--- config.mk ---
export PLATFORM = sky130hd
export DESIGN_NAME = http_header_line_scanner_core_flat
export DESIGN_NICKNAME = d
export VERILOG_FILES = /design/src/rtl/core/hhls_pkg.sv /design/src/rtl/core/hhls_byte_if.sv /design/src/rtl/core/hhls_result_if.sv /design/src/rtl/core/hhls_in_stage.sv /design/src/rtl/core/hhls_scan.sv /design/src/rtl/core/hhls_out_stage.sv /design/src/rtl/core/http_header_line_scanner_core.sv /design/src/flat_wrapper.sv
export SDC_FILE = /design/constraint.sdc
export NUM_CORES = 1
export LEC_CHECK = 0
export ABC_CLOCK_PERIOD_IN_PS = 7000
export BUFFER_PORTS_ARGS = -buffer_cell sky130_fd_sc_hd__buf_4
export CORE_ASPECT_RATIO = 0.5
export CORE_MARGIN = 1.5
export CORE_UTILIZATION = 30
export DETAILED_ROUTE_END_ITERATION = 8
export SYNTH_ARGS = -nofsm -noshare
export SYNTH_HDL_FRONTEND = slang
export SYNTH_HIERARCHICAL = 1
export SYNTH_SLANG_ARGS = --single-unit
export TNS_END_PERCENT = 10
--- constraint.sdc ---
create_clock -name clk_i -period 7 [get_ports clk_i]
set_input_delay 0.35 -clock clk_i [delete_from_list [all_inputs] [get_ports clk_i]]
set_output_delay 0.35 -clock clk_i [all_outputs]
set_load 0.1 [all_outputs]
--- src/rtl/core/hhls_pkg.sv ---
// ----------------------------------------------------------------------------
// hhls_pkg
// Types and constants shared by the header line scanner files.
// ----------------------------------------------------------------------------
package hhls_pkg;

  localparam int unsigned POS_W    = 16;
  localparam int unsigned LINE_W   = 13;
  localparam int unsigned LINENO_W = 8;
  localparam int unsigned TP_W     = 3;

  localparam logic [POS_W-1:0]    MAX_HEADER_BYTES = 16'hFFFF;
  localparam logic [LINE_W-1:0]   MAX_LINE_BYTES   = 13'h1FFF;
  localparam logic [LINENO_W-1:0] MAX_LINES        = 8'hFF;

  // position of the final LF when the terminator starts at byte zero
  localparam logic [POS_W-1:0] TERM_AT_ZERO_POS = 16'd3;

  localparam logic [7:0] CH_CR    = 8'h0D;
  localparam logic [7:0] CH_LF    = 8'h0A;
  localparam logic [7:0] CH_COLON = 8'h3A;
  localparam logic [7:0] CH_SPACE = 8'h20;
  localparam logic [7:0] CH_TAB   = 8'h09;

  // terminator match progress
  localparam logic [TP_W-1:0] TP_NONE  = 3'd0;
  localparam logic [TP_W-1:0] TP_CR    = 3'd1;
  localparam logic [TP_W-1:0] TP_CR_LF = 3'd2;
  localparam logic [TP_W-1:0] TP_DONE  = 3'd4;

  typedef enum logic [1:0] {
    KIND_REQUEST = 2'd0,
    KIND_HEADER  = 2'd1,
    KIND_DONE    = 2'd2
  } result_kind_e;

  typedef struct packed {
    logic [7:0] data_byte;
    logic       start_of_message;
  } in_item_t;

  typedef struct packed {
    result_kind_e        result_kind;
    logic [LINENO_W-1:0] line_index;
    logic [LINE_W-1:0]   line_length;
    logic                colon_found;
    logic [LINE_W-1:0]   key_begin;
    logic [LINE_W-1:0]   key_end;
    logic [LINE_W-1:0]   val_begin;
    logic [LINE_W-1:0]   val_end;
    logic [POS_W-1:0]    header_bytes;
    logic                no_lines;
    logic                overflow;
  } result_t;

  typedef struct packed {
    logic done;
    logic pending;
    logic skip;
  } scan_status_t;

endpackage

--- src/rtl/core/hhls_byte_if.sv ---
// ----------------------------------------------------------------------------
// hhls_byte_if
// Request byte channel: valid/ready with one byte and a start flag.
// ----------------------------------------------------------------------------
interface hhls_byte_if;
  logic       valid;
  logic       ready;
  logic [7:0] data_byte;
  logic       start_of_message;

  modport source (output valid, output data_byte, output start_of_message, input ready);
  modport sink   (input valid, input data_byte, input start_of_message, output ready);
endinterface

--- src/rtl/core/hhls_result_if.sv ---
// ----------------------------------------------------------------------------
// hhls_result_if
// Result channel: valid/ready with one line descriptor or end result.
// ----------------------------------------------------------------------------
interface hhls_result_if;
  logic        valid;
  logic        ready;
  logic [1:0]  result_kind;
  logic [7:0]  line_index;
  logic [12:0] line_length;
  logic        colon_found;
  logic [12:0] key_begin;
  logic [12:0] key_end;
  logic [12:0] val_begin;
  logic [12:0] val_end;
  logic [15:0] header_bytes;
  logic        no_lines;
  logic        overflow;

  modport source (
    output valid, output result_kind, output line_index, output line_length,
    output colon_found, output key_begin, output key_end, output val_begin,
    output val_end, output header_bytes, output no_lines, output overflow,
    input ready
  );
  modport sink (
    input valid, input result_kind, input line_index, input line_length,
    input colon_found, input key_begin, input key_end, input val_begin,
    input val_end, input header_bytes, input no_lines, input overflow,
    output ready
  );
endinterface

--- src/rtl/core/hhls_in_stage.sv ---
// ----------------------------------------------------------------------------
// hhls_in_stage
// Input register: holds one byte until the scanner steps on it.
// ----------------------------------------------------------------------------
module hhls_in_stage import hhls_pkg::*; (
  input  logic            clk_i,
  input  logic            rst_ni,
  hhls_byte_if.sink       byte_i,
  input  logic            step_i,
  output logic            item_valid_o,
  output in_item_t        item_o
);

  logic     valid_q;
  in_item_t item_q;
  logic     xfer;

  assign byte_i.ready = !valid_q || step_i;
  assign xfer         = byte_i.valid && byte_i.ready;

  always_ff @(posedge clk_i or negedge rst_ni) begin
    if (!rst_ni) begin
      valid_q <= 1'b0;
    end else if (xfer) begin
      valid_q <= 1'b1;
    end else if (step_i) begin
      valid_q <= 1'b0;
    end
  end

  always_ff @(posedge clk_i) begin
    if (xfer) begin
      item_q.data_byte        <= byte_i.data_byte;
      item_q.start_of_message <= byte_i.start_of_message;
    end
  end

  assign item_valid_o = valid_q;
  assign item_o       = item_q;

endmodule

--- src/rtl/core/hhls_scan.sv ---
// ----------------------------------------------------------------------------
// hhls_scan
// Running line and terminator state, updated once per byte.
// ----------------------------------------------------------------------------
module hhls_scan import hhls_pkg::*; (
  input  logic         clk_i,
  input  logic         rst_ni,
  input  logic         step_i,
  input  in_item_t     item_i,
  output logic         produce_o,
  output result_t      result_o,
  output scan_status_t status_o
);

  typedef struct packed {
    logic [LINE_W-1:0] offset;
    logic              colon;
    logic [LINE_W-1:0] kfn;
    logic [LINE_W-1:0] kln;
    logic [LINE_W-1:0] vfn;
    logic [LINE_W-1:0] vln;
  } line_t;

  typedef struct packed {
    logic [POS_W-1:0]    pos;
    logic [TP_W-1:0]     tp;
    line_t               line;
    logic [LINENO_W-1:0] line_no;
    logic                skip;
    logic                pending;
    logic                done;
    logic                sat;
    logic                emit_due;
  } state_t;

  state_t st_q, st_d;

  function automatic result_t emit_desc(line_t l, logic [LINENO_W-1:0] n);
    result_t r;
    r = '0;
    r.result_kind = (n == '0) ? KIND_REQUEST : KIND_HEADER;
    r.line_index  = n;
    r.line_length = l.offset;
    if (n != '0) begin
      r.colon_found = l.colon;
      r.val_begin   = l.offset;
      r.val_end     = l.offset;
      if (l.colon) begin
        r.key_begin = l.kfn;
        r.key_end   = l.kln;
        if (l.vln != '0) begin
          r.val_begin = l.vfn;
          r.val_end   = l.vln;
        end
      end else if (l.kln == '0) begin
        r.key_begin = l.offset;
        r.key_end   = l.offset;
      end else begin
        r.key_begin = l.kfn;
        r.key_end   = l.kln;
      end
    end
    return r;
  endfunction

  always_comb begin
    state_t            s;
    line_t             l;
    logic [7:0]        b;
    logic [7:0]        want_ch;
    logic [TP_W-1:0]   prev;
    logic [TP_W-1:0]   tp_n;
    logic [POS_W-1:0]  p;
    logic [LINE_W-1:0] off;
    logic [LINE_W-1:0] off_inc;
    logic              blank;

    b         = item_i.data_byte;
    s         = item_i.start_of_message ? state_t'('0) : st_q;
    st_d      = s;
    result_o  = '0;
    produce_o = 1'b0;
    l         = '0;
    off       = '0;
    off_inc   = '0;
    blank     = 1'b0;
    p         = s.pos;
    prev      = s.tp;
    want_ch   = prev[0] ? CH_LF : CH_CR;
    tp_n      = (b == want_ch) ? prev + TP_W'(1) : ((b == CH_CR) ? TP_CR : TP_NONE);

    if (!s.done) begin
      if (p == MAX_HEADER_BYTES) begin
        st_d.sat = 1'b1;
      end else begin
        st_d.pos = p + POS_W'(1);
      end
      st_d.tp = tp_n;

      if (tp_n == TP_DONE) begin
        st_d.done             = 1'b1;
        st_d.tp               = TP_NONE;
        result_o.result_kind  = KIND_DONE;
        result_o.header_bytes = st_d.pos;
        result_o.no_lines     = (p == TERM_AT_ZERO_POS);
        produce_o             = 1'b1;
      end else if (s.skip) begin
        st_d.skip = 1'b0;
        if (s.pending) begin
          st_d.pending = 1'b0;
          result_o     = emit_desc(s.line, s.line_no);
          produce_o    = 1'b1;
          if (s.line_no == MAX_LINES) begin
            st_d.sat = 1'b1;
          end else begin
            st_d.line_no = s.line_no + LINENO_W'(1);
          end
        end
      end else begin
        if (s.emit_due) begin
          st_d.emit_due = 1'b0;
          if (s.line.offset == '0 && prev == TP_CR_LF && b == CH_CR) begin
            st_d.pending = 1'b1;
          end else begin
            result_o  = emit_desc(s.line, s.line_no);
            produce_o = 1'b1;
            if (s.line_no == MAX_LINES) begin
              st_d.sat = 1'b1;
            end else begin
              st_d.line_no = s.line_no + LINENO_W'(1);
            end
          end
          st_d.line = '0;
        end

        if (b == CH_CR) begin
          st_d.skip     = 1'b1;
          st_d.emit_due = 1'b1;
        end else begin
          l       = st_d.line;
          off     = l.offset;
          blank   = (b == CH_SPACE) || (b == CH_TAB);
          off_inc = (off == MAX_LINE_BYTES) ? off : off + LINE_W'(1);
          if (off == MAX_LINE_BYTES) begin
            st_d.sat = 1'b1;
          end
          st_d.line.offset = off_inc;
          if (!l.colon) begin
            if (b == CH_COLON) begin
              st_d.line.colon = 1'b1;
              if (l.kln == '0) begin
                st_d.line.kfn = off;
                st_d.line.kln = off;
              end
            end else if (!blank) begin
              if (l.kln == '0) begin
                st_d.line.kfn = off;
              end
              st_d.line.kln = off_inc;
            end
          end else if (!blank) begin
            if (l.vln == '0) begin
              st_d.line.vfn = off;
            end
            st_d.line.vln = off_inc;
          end
        end
      end
      result_o.overflow = st_d.sat;
    end
  end

  always_ff @(posedge clk_i or negedge rst_ni) begin
    if (!rst_ni) begin
      st_q <= '0;
    end else if (step_i) begin
      st_q <= st_d;
    end
  end

  assign status_o = '{done: st_q.done, pending: st_q.pending, skip: st_q.skip};

endmodule

--- src/rtl/core/hhls_out_stage.sv ---
// ----------------------------------------------------------------------------
// hhls_out_stage
// Result register: holds one result until the receiver takes it.
// ----------------------------------------------------------------------------
module hhls_out_stage import hhls_pkg::*; (
  input  logic          clk_i,
  input  logic          rst_ni,
  input  logic          step_i,
  input  logic          produce_i,
  input  result_t       result_i,
  output logic          free_o,
  hhls_result_if.source res_o
);

  logic    valid_q;
  result_t data_q;

  assign free_o = !valid_q || res_o.ready;

  always_ff @(posedge clk_i or negedge rst_ni) begin
    if (!rst_ni) begin
      valid_q <= 1'b0;
    end else if (step_i && produce_i) begin
      valid_q <= 1'b1;
    end else if (res_o.ready) begin
      valid_q <= 1'b0;
    end
  end

  always_ff @(posedge clk_i) begin
    if (step_i && produce_i) begin
      data_q <= result_i;
    end
  end

  assign res_o.valid        = valid_q;
  assign res_o.result_kind  = data_q.result_kind;
  assign res_o.line_index   = data_q.line_index;
  assign res_o.line_length  = data_q.line_length;
  assign res_o.colon_found  = data_q.colon_found;
  assign res_o.key_begin    = data_q.key_begin;
  assign res_o.key_end      = data_q.key_end;
  assign res_o.val_begin    = data_q.val_begin;
  assign res_o.val_end      = data_q.val_end;
  assign res_o.header_bytes = data_q.header_bytes;
  assign res_o.no_lines     = data_q.no_lines;
  assign res_o.overflow     = data_q.overflow;

endmodule

--- src/rtl/core/http_header_line_scanner_core.sv ---
// ----------------------------------------------------------------------------
// http_header_line_scanner_core
// Scans request bytes for header lines and the CR LF CR LF terminator.
// ----------------------------------------------------------------------------
// Usage:
//   byte_i carries one request byte per transfer; start_of_message marks
//   byte zero and clears the scan state. res_o carries a descriptor per
//   line (request line, then header lines split into key and value ranges)
//   and one end result with the header length once the terminator is seen.
//   A line's descriptor comes out on the first byte of the following line.
//   Bytes after the end result are dropped until the next start byte.
//   Throughput: one byte per cycle while the result register is free, set
//   by the single running-state update that each byte makes. A byte is
//   registered in the input register on transfer, then the scanner steps
//   on it and loads the result register, which drives res_o.
//   Stall: while the result register is full and not taken the scanner
//   holds, the input register keeps one byte, and byte_i.ready drops.
//   Reset: all state cleared, both registers empty.
// ----------------------------------------------------------------------------
module http_header_line_scanner_core import hhls_pkg::*; (
  input  logic          clk_i,
  input  logic          rst_ni,
  hhls_byte_if.sink     byte_i,
  hhls_result_if.source res_o
);

  logic         item_valid;
  in_item_t     item;
  logic         out_free;
  logic         step;
  logic         produce;
  result_t      result;
  scan_status_t status;

  assign step = item_valid && out_free;

  hhls_in_stage u_in (
    .clk_i        (clk_i),
    .rst_ni       (rst_ni),
    .byte_i       (byte_i),
    .step_i       (step),
    .item_valid_o (item_valid),
    .item_o       (item)
  );

  hhls_scan u_scan (
    .clk_i     (clk_i),
    .rst_ni    (rst_ni),
    .step_i    (step),
    .item_i    (item),
    .produce_o (produce),
    .result_o  (result),
    .status_o  (status)
  );

  hhls_out_stage u_out (
    .clk_i     (clk_i),
    .rst_ni    (rst_ni),
    .step_i    (step),
    .produce_i (produce),
    .result_i  (result),
    .free_o    (out_free),
    .res_o     (res_o)
  );

  a_done_latched: assert property (@(posedge clk_i) disable iff (!rst_ni)
    step && produce && result.result_kind == KIND_DONE |=> status.done)
    else $error("end result without done state");

  a_pending_skip: assert property (@(posedge clk_i) disable iff (!rst_ni)
    status.pending |-> status.skip)
    else $error("held empty line without skip");

  a_request_shape: assert property (@(posedge clk_i) disable iff (!rst_ni)
    res_o.valid && res_o.result_kind == KIND_REQUEST
      |-> res_o.line_index == '0 && !res_o.colon_found)
    else $error("request line descriptor malformed");

endmodule

--- src/flat_wrapper.sv ---
// flat-port wrapper written by rule: the top's interface ports become plain ports
module http_header_line_scanner_core_flat import hhls_pkg::*;
  (clk_i, rst_ni, byte_i_valid, byte_i_data_byte, byte_i_start_of_message, byte_i_ready, res_o_valid, res_o_result_kind, res_o_line_index, res_o_line_length, res_o_colon_found, res_o_key_begin, res_o_key_end, res_o_val_begin, res_o_val_end, res_o_header_bytes, res_o_no_lines, res_o_overflow, res_o_ready);
  hhls_byte_if byte_i_i ();
  hhls_result_if res_o_i ();
  input  logic clk_i;
  input  logic rst_ni;
  input wire logic [$bits(byte_i_i.valid)-1:0] byte_i_valid;
  input wire logic [$bits(byte_i_i.data_byte)-1:0] byte_i_data_byte;
  input wire logic [$bits(byte_i_i.start_of_message)-1:0] byte_i_start_of_message;
  output wire logic [$bits(byte_i_i.ready)-1:0] byte_i_ready;
  output wire logic [$bits(res_o_i.valid)-1:0] res_o_valid;
  output wire logic [$bits(res_o_i.result_kind)-1:0] res_o_result_kind;
  output wire logic [$bits(res_o_i.line_index)-1:0] res_o_line_index;
  output wire logic [$bits(res_o_i.line_length)-1:0] res_o_line_length;
  output wire logic [$bits(res_o_i.colon_found)-1:0] res_o_colon_found;
  output wire logic [$bits(res_o_i.key_begin)-1:0] res_o_key_begin;
  output wire logic [$bits(res_o_i.key_end)-1:0] res_o_key_end;
  output wire logic [$bits(res_o_i.val_begin)-1:0] res_o_val_begin;
  output wire logic [$bits(res_o_i.val_end)-1:0] res_o_val_end;
  output wire logic [$bits(res_o_i.header_bytes)-1:0] res_o_header_bytes;
  output wire logic [$bits(res_o_i.no_lines)-1:0] res_o_no_lines;
  output wire logic [$bits(res_o_i.overflow)-1:0] res_o_overflow;
  input wire logic [$bits(res_o_i.ready)-1:0] res_o_ready;
  assign byte_i_i.valid = byte_i_valid;
  assign byte_i_i.data_byte = byte_i_data_byte;
  assign byte_i_i.start_of_message = byte_i_start_of_message;
  assign byte_i_ready = byte_i_i.ready;
  assign res_o_valid = res_o_i.valid;
  assign res_o_result_kind = res_o_i.result_kind;
  assign res_o_line_index = res_o_i.line_index;
  assign res_o_line_length = res_o_i.line_length;
  assign res_o_colon_found = res_o_i.colon_found;
  assign res_o_key_begin = res_o_i.key_begin;
  assign res_o_key_end = res_o_i.key_end;
  assign res_o_val_begin = res_o_i.val_begin;
  assign res_o_val_end = res_o_i.val_end;
  assign res_o_header_bytes = res_o_i.header_bytes;
  assign res_o_no_lines = res_o_i.no_lines;
  assign res_o_overflow = res_o_i.overflow;
  assign res_o_i.ready = res_o_ready;
  http_header_line_scanner_core u_core (.clk_i(clk_i), .rst_ni(rst_ni), .byte_i(byte_i_i), .res_o(res_o_i));
endmodule
* Yosys cells after proc, flatten, opt, wreduce, memory -nomap -nowiden
Index checks and enable logic that the tools add are counted.
** Cells by class
- Add/sub/neg operators :: 4
- Eq/ne operators :: 11
- Multiplexer cells :: 65
- Reductions and logical operators :: 20
** Operators with widths (count)
- $mux W74 :: 4
- $mux W93 :: 3
- $mux W26 :: 9
- $mux W98 :: 2
- $mux W66 :: 2
- $mux W94 :: 1
- $mux W76 :: 1
- $mux W53 :: 1
- $logic_not A13 Y1 :: 4
- $mux W13 :: 3
- $mux W27 :: 1
- $mux W1 :: 26
- $mux W8 :: 3
- $mux W17 :: 1
- $add A16 B1 Y16 const B :: 1
- $eq A16 B16 Y1 const B :: 1
- $eq A16 B2 Y1 const B :: 1
- $eq A8 B4 Y1 const B :: 2
- $eq A8 B6 Y1 const B :: 2
- $mux W16 :: 1
- $add A13 B1 Y13 const B :: 1
- $eq A13 B13 Y1 const B :: 1
- $reduce_bool A13 Y1 :: 1
- $mux W10 :: 1
- 15 further kinds :: 27
** Storage, ports and cells
- Flip-flop bits (word level) :: 203
- Input bits :: 13
- Output and inout bits :: 96
- Word-level logic and storage cells :: 130

* Longest topological paths before layout
- Word-level depth :: 18
- Gate-level depth with buffers :: 14
- Gate-level depth less buffers :: 9

* Modules after synthesis
Netlist, hierarchy kept.
** Modules (own cells, without submodules)
- hhls_scan :: instances 1, cells an instance 908, area an instance 7110.6 um2, sequential area each 2452.4 um2
- hhls_out_stage :: instances 1, cells an instance 99, area an instance 2875.3 um2, sequential area each 2847.7 um2
- hhls_in_stage :: instances 1, cells an instance 13, area an instance 324.1 um2, sequential area each 295.3 um2
- http_header_line_scanner_core :: instances 1, cells an instance 1, area an instance 6.3 um2, sequential area each 0.0 um2

* Worst setup path before layout
Ideal clock, no wire load.
- Path type :: register to register
- From :: register u_core.u_in.item_q, in the netlist u_core/u_in/item_o[0]
- To :: register u_core.u_out.data_q, in the netlist u_core/u_out/res_o.colon_found (enable)
- Setup time :: 448 ps
- Arrival time :: 4632 ps
- Data required time :: 6552 ps
- Slack :: 1920 ps
- Stages on the path, launching flop included :: 13
- Buffers on the path :: 5
- Clock period less this slack :: 5080 ps
- Cell sequence :: edfxtp_1 clkbuf_1 buf_2 clkbuf_1 clkbuf_1 clkbuf_1 nor2b_1 ha_1 nand4_1 or3_1 a31oi_1 nand2_1 inv_1
** On the way
- Cells in the longest elaborated chain, start to end :: 10
- Elaborated cells on any way between the ends :: 17
- Those cells by class :: 1 x add/sub; 3 x eq/ne; 9 x mux; 4 x reduce/logical
** RTL lines
- start: declaration :: RTL line hhls_in_stage.sv:15 : in_item_t item_q;
- $mux W98 (*) :: RTL line hhls_scan.sv:79 : s = item_i.start_of_message ? state_t'('0) : st_q;
- $logic_not A13 Y1 or $eq A3 B2 Y1 (tied branches) :: RTL line hhls_scan.sv:122 : if (s.line.offset == '0 && prev == TP_CR_LF && b == CH_CR) begin
- $logic_and A1 B1 Y1 (2 in a row) :: RTL line hhls_scan.sv:122
- $mux W1 :: RTL line hhls_scan.sv:122
- $mux W1 :: RTL line hhls_scan.sv:120 : if (s.emit_due) begin
- $mux W1 :: RTL line hhls_scan.sv:107 : end else if (s.skip) begin
- $mux W1 :: RTL line hhls_scan.sv:100 : if (tp_n == TP_DONE) begin
- $mux W1 (*) :: RTL line hhls_scan.sv:92 : if (!s.done) begin
- named net u_core.produce :: RTL line http_header_line_scanner_core.sv:31 : logic produce;
- $logic_and A1 B1 Y1 (*) :: RTL line hhls_out_stage.sv:31 : if (step_i && produce_i) begin
- end signal: assignment :: RTL line hhls_out_stage.sv:32 : data_q <= result_i;
- end: declaration :: RTL line hhls_out_stage.sv:16 : result_t data_q;
Mark *: on every way through the listed nets, which the timed path passes. The rest lies on a longest branch.
A chain may end at the register's enable or synchronous reset.

* Final worst setup path
- From :: register u_core.u_in.item_q, in the netlist u_core/u_in/item_o[0]
- To :: register u_core.u_out.data_q, in the netlist u_core/u_out/res_o.line_length[12] (enable)
The elaborated chain is that of the path after synthesis.

==> flow_metrics.tcl <==
set metrics [dict create \
    outcome "complete, no violations" \
    power.leakage_nw 4.86 \
    clockBufferDepth 3 \
    root_buffer "clkbuf_16" \
    cts_htree_levels 1 \
    relSlewSlack_pct 27.0 \
    cts_tree "yes" \
    fin_total_pwr_mw 2.89 \
    wire_per_inst_um 21.6 \
    grt_pass1_wl_mm 51.9 \
    clk_pin_slew_ps 60 \
    holdPathStages 1 \
    r2r_cells 10 \
    final_cell_mix "nand2_1, buf_4, edfxtp_1" \
    power_density_nw_per_um2 233 \
    grt_max_degree 58 \
    syn_nets 1037 \
    finalWeightedCongestion 0.954 \
    finalSetupTns_ps 0 \
    layout_commonest_cell "nand2_1" \
    fin_skew_ps 40.2 \
    die-area_um2 35500 \
    timing.rr.end "u_core/u_out/res_o.line_length[12]" \
    nets 1127 \
    max_stage_delay_ps 800 \
    cp.arrival_ps 4340 \
    min_period_over_period_pct 59.6 \
    ant_nets 0 \
    die_x_um 265 \
    worstPathCellList "nand2b_1 -> ha_1 -> nor4b_1 -> nand4_1 -> nor3_1 -> nand2b_1 -> a31oi_1 -> nand2_1 -> clkinv_2 -> buf_4" \
    nFillCells 3307 \
    criticalPathCategory "reg2reg" \
    maxCapViolCount 0 \
    first_global_vias 8741 \
    io_pins 109 \
    seqCellArea_um2 5600 \
    avgSynthCellArea_um2 10.1 \
    timing.rr.start "u_core/u_in/item_o[0]" \
    drt_iter0_markers 923 \
    initial_core_util_pct 30.8 \
    syn2layout_area_growth_pct 20.6 \
    antenna_cells 0 \
    totalWireLength_mm 33.9 \
    crit_path_start_kind "flop" \
    fin_util_pct 37.2 \
    tightestPinTransition_ps 1090 \
    gr-usage-all-layers_pct 18.8 \
    cp_num_buf_inv 2 \
    fin_hold_ws_ps 27.2 \
    finalSetupViolations 0 \
    rsz0062_at_grt "false" \
    critical_path.max_fanout 54 \
    final_max_slew_viol_count 0 \
    synth_cells 1018 \
    routed_via_density 5.66 \
    crit_path_end_kind "flop" \
    drc 0 \
    crit_top_cell "nand2b_1" \
    hold_viol 0 \
    finalCriticalPeriod_ps 4170 \
    port-buffer-count 108 \
    grt_overflow_total 0 \
    hold_start "byte_i_start_of_message" \
    crit_family "simple AND/OR/NAND/NOR gates" \
    max_freq_ghz 0.240 \
    core_region_area_um2 33400 \
    antenna_found_initial 0 \
    die_height_um 134 \
    clock_sinks 203 \
    clk_latency_ps 540 \
    min_to "u_core/u_in/item_o[0]" \
    syn_area_um2 10300 \
    cp.required_ps 7170 \
    drive_gt1_share_pct 17.2 \
    yosys_warnings 6 \
    cts_buffers 23 \
    hpwl_mm 23.0 \
    cpMaxStageDelayCell "edfxtp_1" \
    num_vias 8870 \
    r2r_slack_ps 2830 \
    multiInputGateArea_um2 4390 \
    rows 47 \
    firstDrtPassIters 6 \
    vdd_drop_max_uv 133 \
    holdCritPathClass "in2reg" \
]
==> metrics by stage <==
stage,instance area (µm²),setup slack (ps),cells
2_1_floorplan,10300,1920,1018
3_3_place_gp,11500,3040,1515
3_5_place_dp,11500,2840,1515
4_1_cts,12400,2820,1565
5_1_grt,12400,2560,1566
6_report,12400,2830,1566
==> registers in the layout, indices dropped and copies added (netlist names), 9 cells and up <==
register	cells
u_core/u_in/item_o	9
u_core/u_out/res_o.val_begin	13
u_core/u_out/res_o.key_end	13
u_core/u_out/res_o.val_end	13
u_core/u_out/res_o.header_bytes	16
u_core/u_out/res_o.line_length	13
u_core/u_out/res_o.key_begin	13
u_core/u_scan/st_q	95
==> per-layer routing <==
layer | up-vias | global-route usage [%] | part of all wire (%)
met5 | - | 0 | 0
met3 | 59 | 3.14 | 6.0
met4 | 0 | 4.95 | 2.1
li1 | 3972 | - | -
met2 | 315 | 30.3 | 47
met1 | 4524 | 26.2 | 45
==> power by group <==
part | internal [mW] | total, mW | switching (mW) | leakage, nW
clock | 0.733 | 1.25 | 0.519 | 0.370
sequential | 1.28 | 1.34 | 0.0587 | 2.43
combinational | 0.0964 | 0.296 | 0.200 | 2.06
==> cell type report <==
type | count | area share, %
Clock buffer | 27 | 4.84
Clock inverter | 15 | 1.44
Inverter | 13 | 0.403
Multi-Input combinational cell | 731 | 35.4
Sequential cell | 203 | 45.1
Tap cell | 441 | 4.44
Timing Repair Buffer | 136 | 8.41
==> worst max path at each step <==
stage,from,end,slack (ps),cells past startpoint
5_1_grt,u_core/u_in/item_o[0],u_core/u_out/res_o.line_length[12],2560,10
3_5_place_dp,u_core/u_in/item_o[0],u_core/u_out/res_o.key_begin[8],2840,10
3_3_place_gp,u_core/u_in/item_o[0],u_core/u_out/res_o.key_begin[3],3040,10
4_1_cts,u_core/u_in/item_o[0],u_core/u_out/res_o.key_end[10],2820,10
6_report,u_core/u_in/item_o[0],u_core/u_out/res_o.line_length[12],2830,10
2_1_floorplan,u_core/u_in/item_o[0],u_core/u_out/res_o.colon_found,1920,12
==> repair_timing <==
action / CTS / global route
hold buffers: 8 / 1
gates resized for setup: 0 / 0
endpoints found under the hold margin: 50 / 1
setup buffers: 0 / 0
setup endpoints to repair: 0 / 0
No activity file was read; power rests on OpenSTA's default activity.
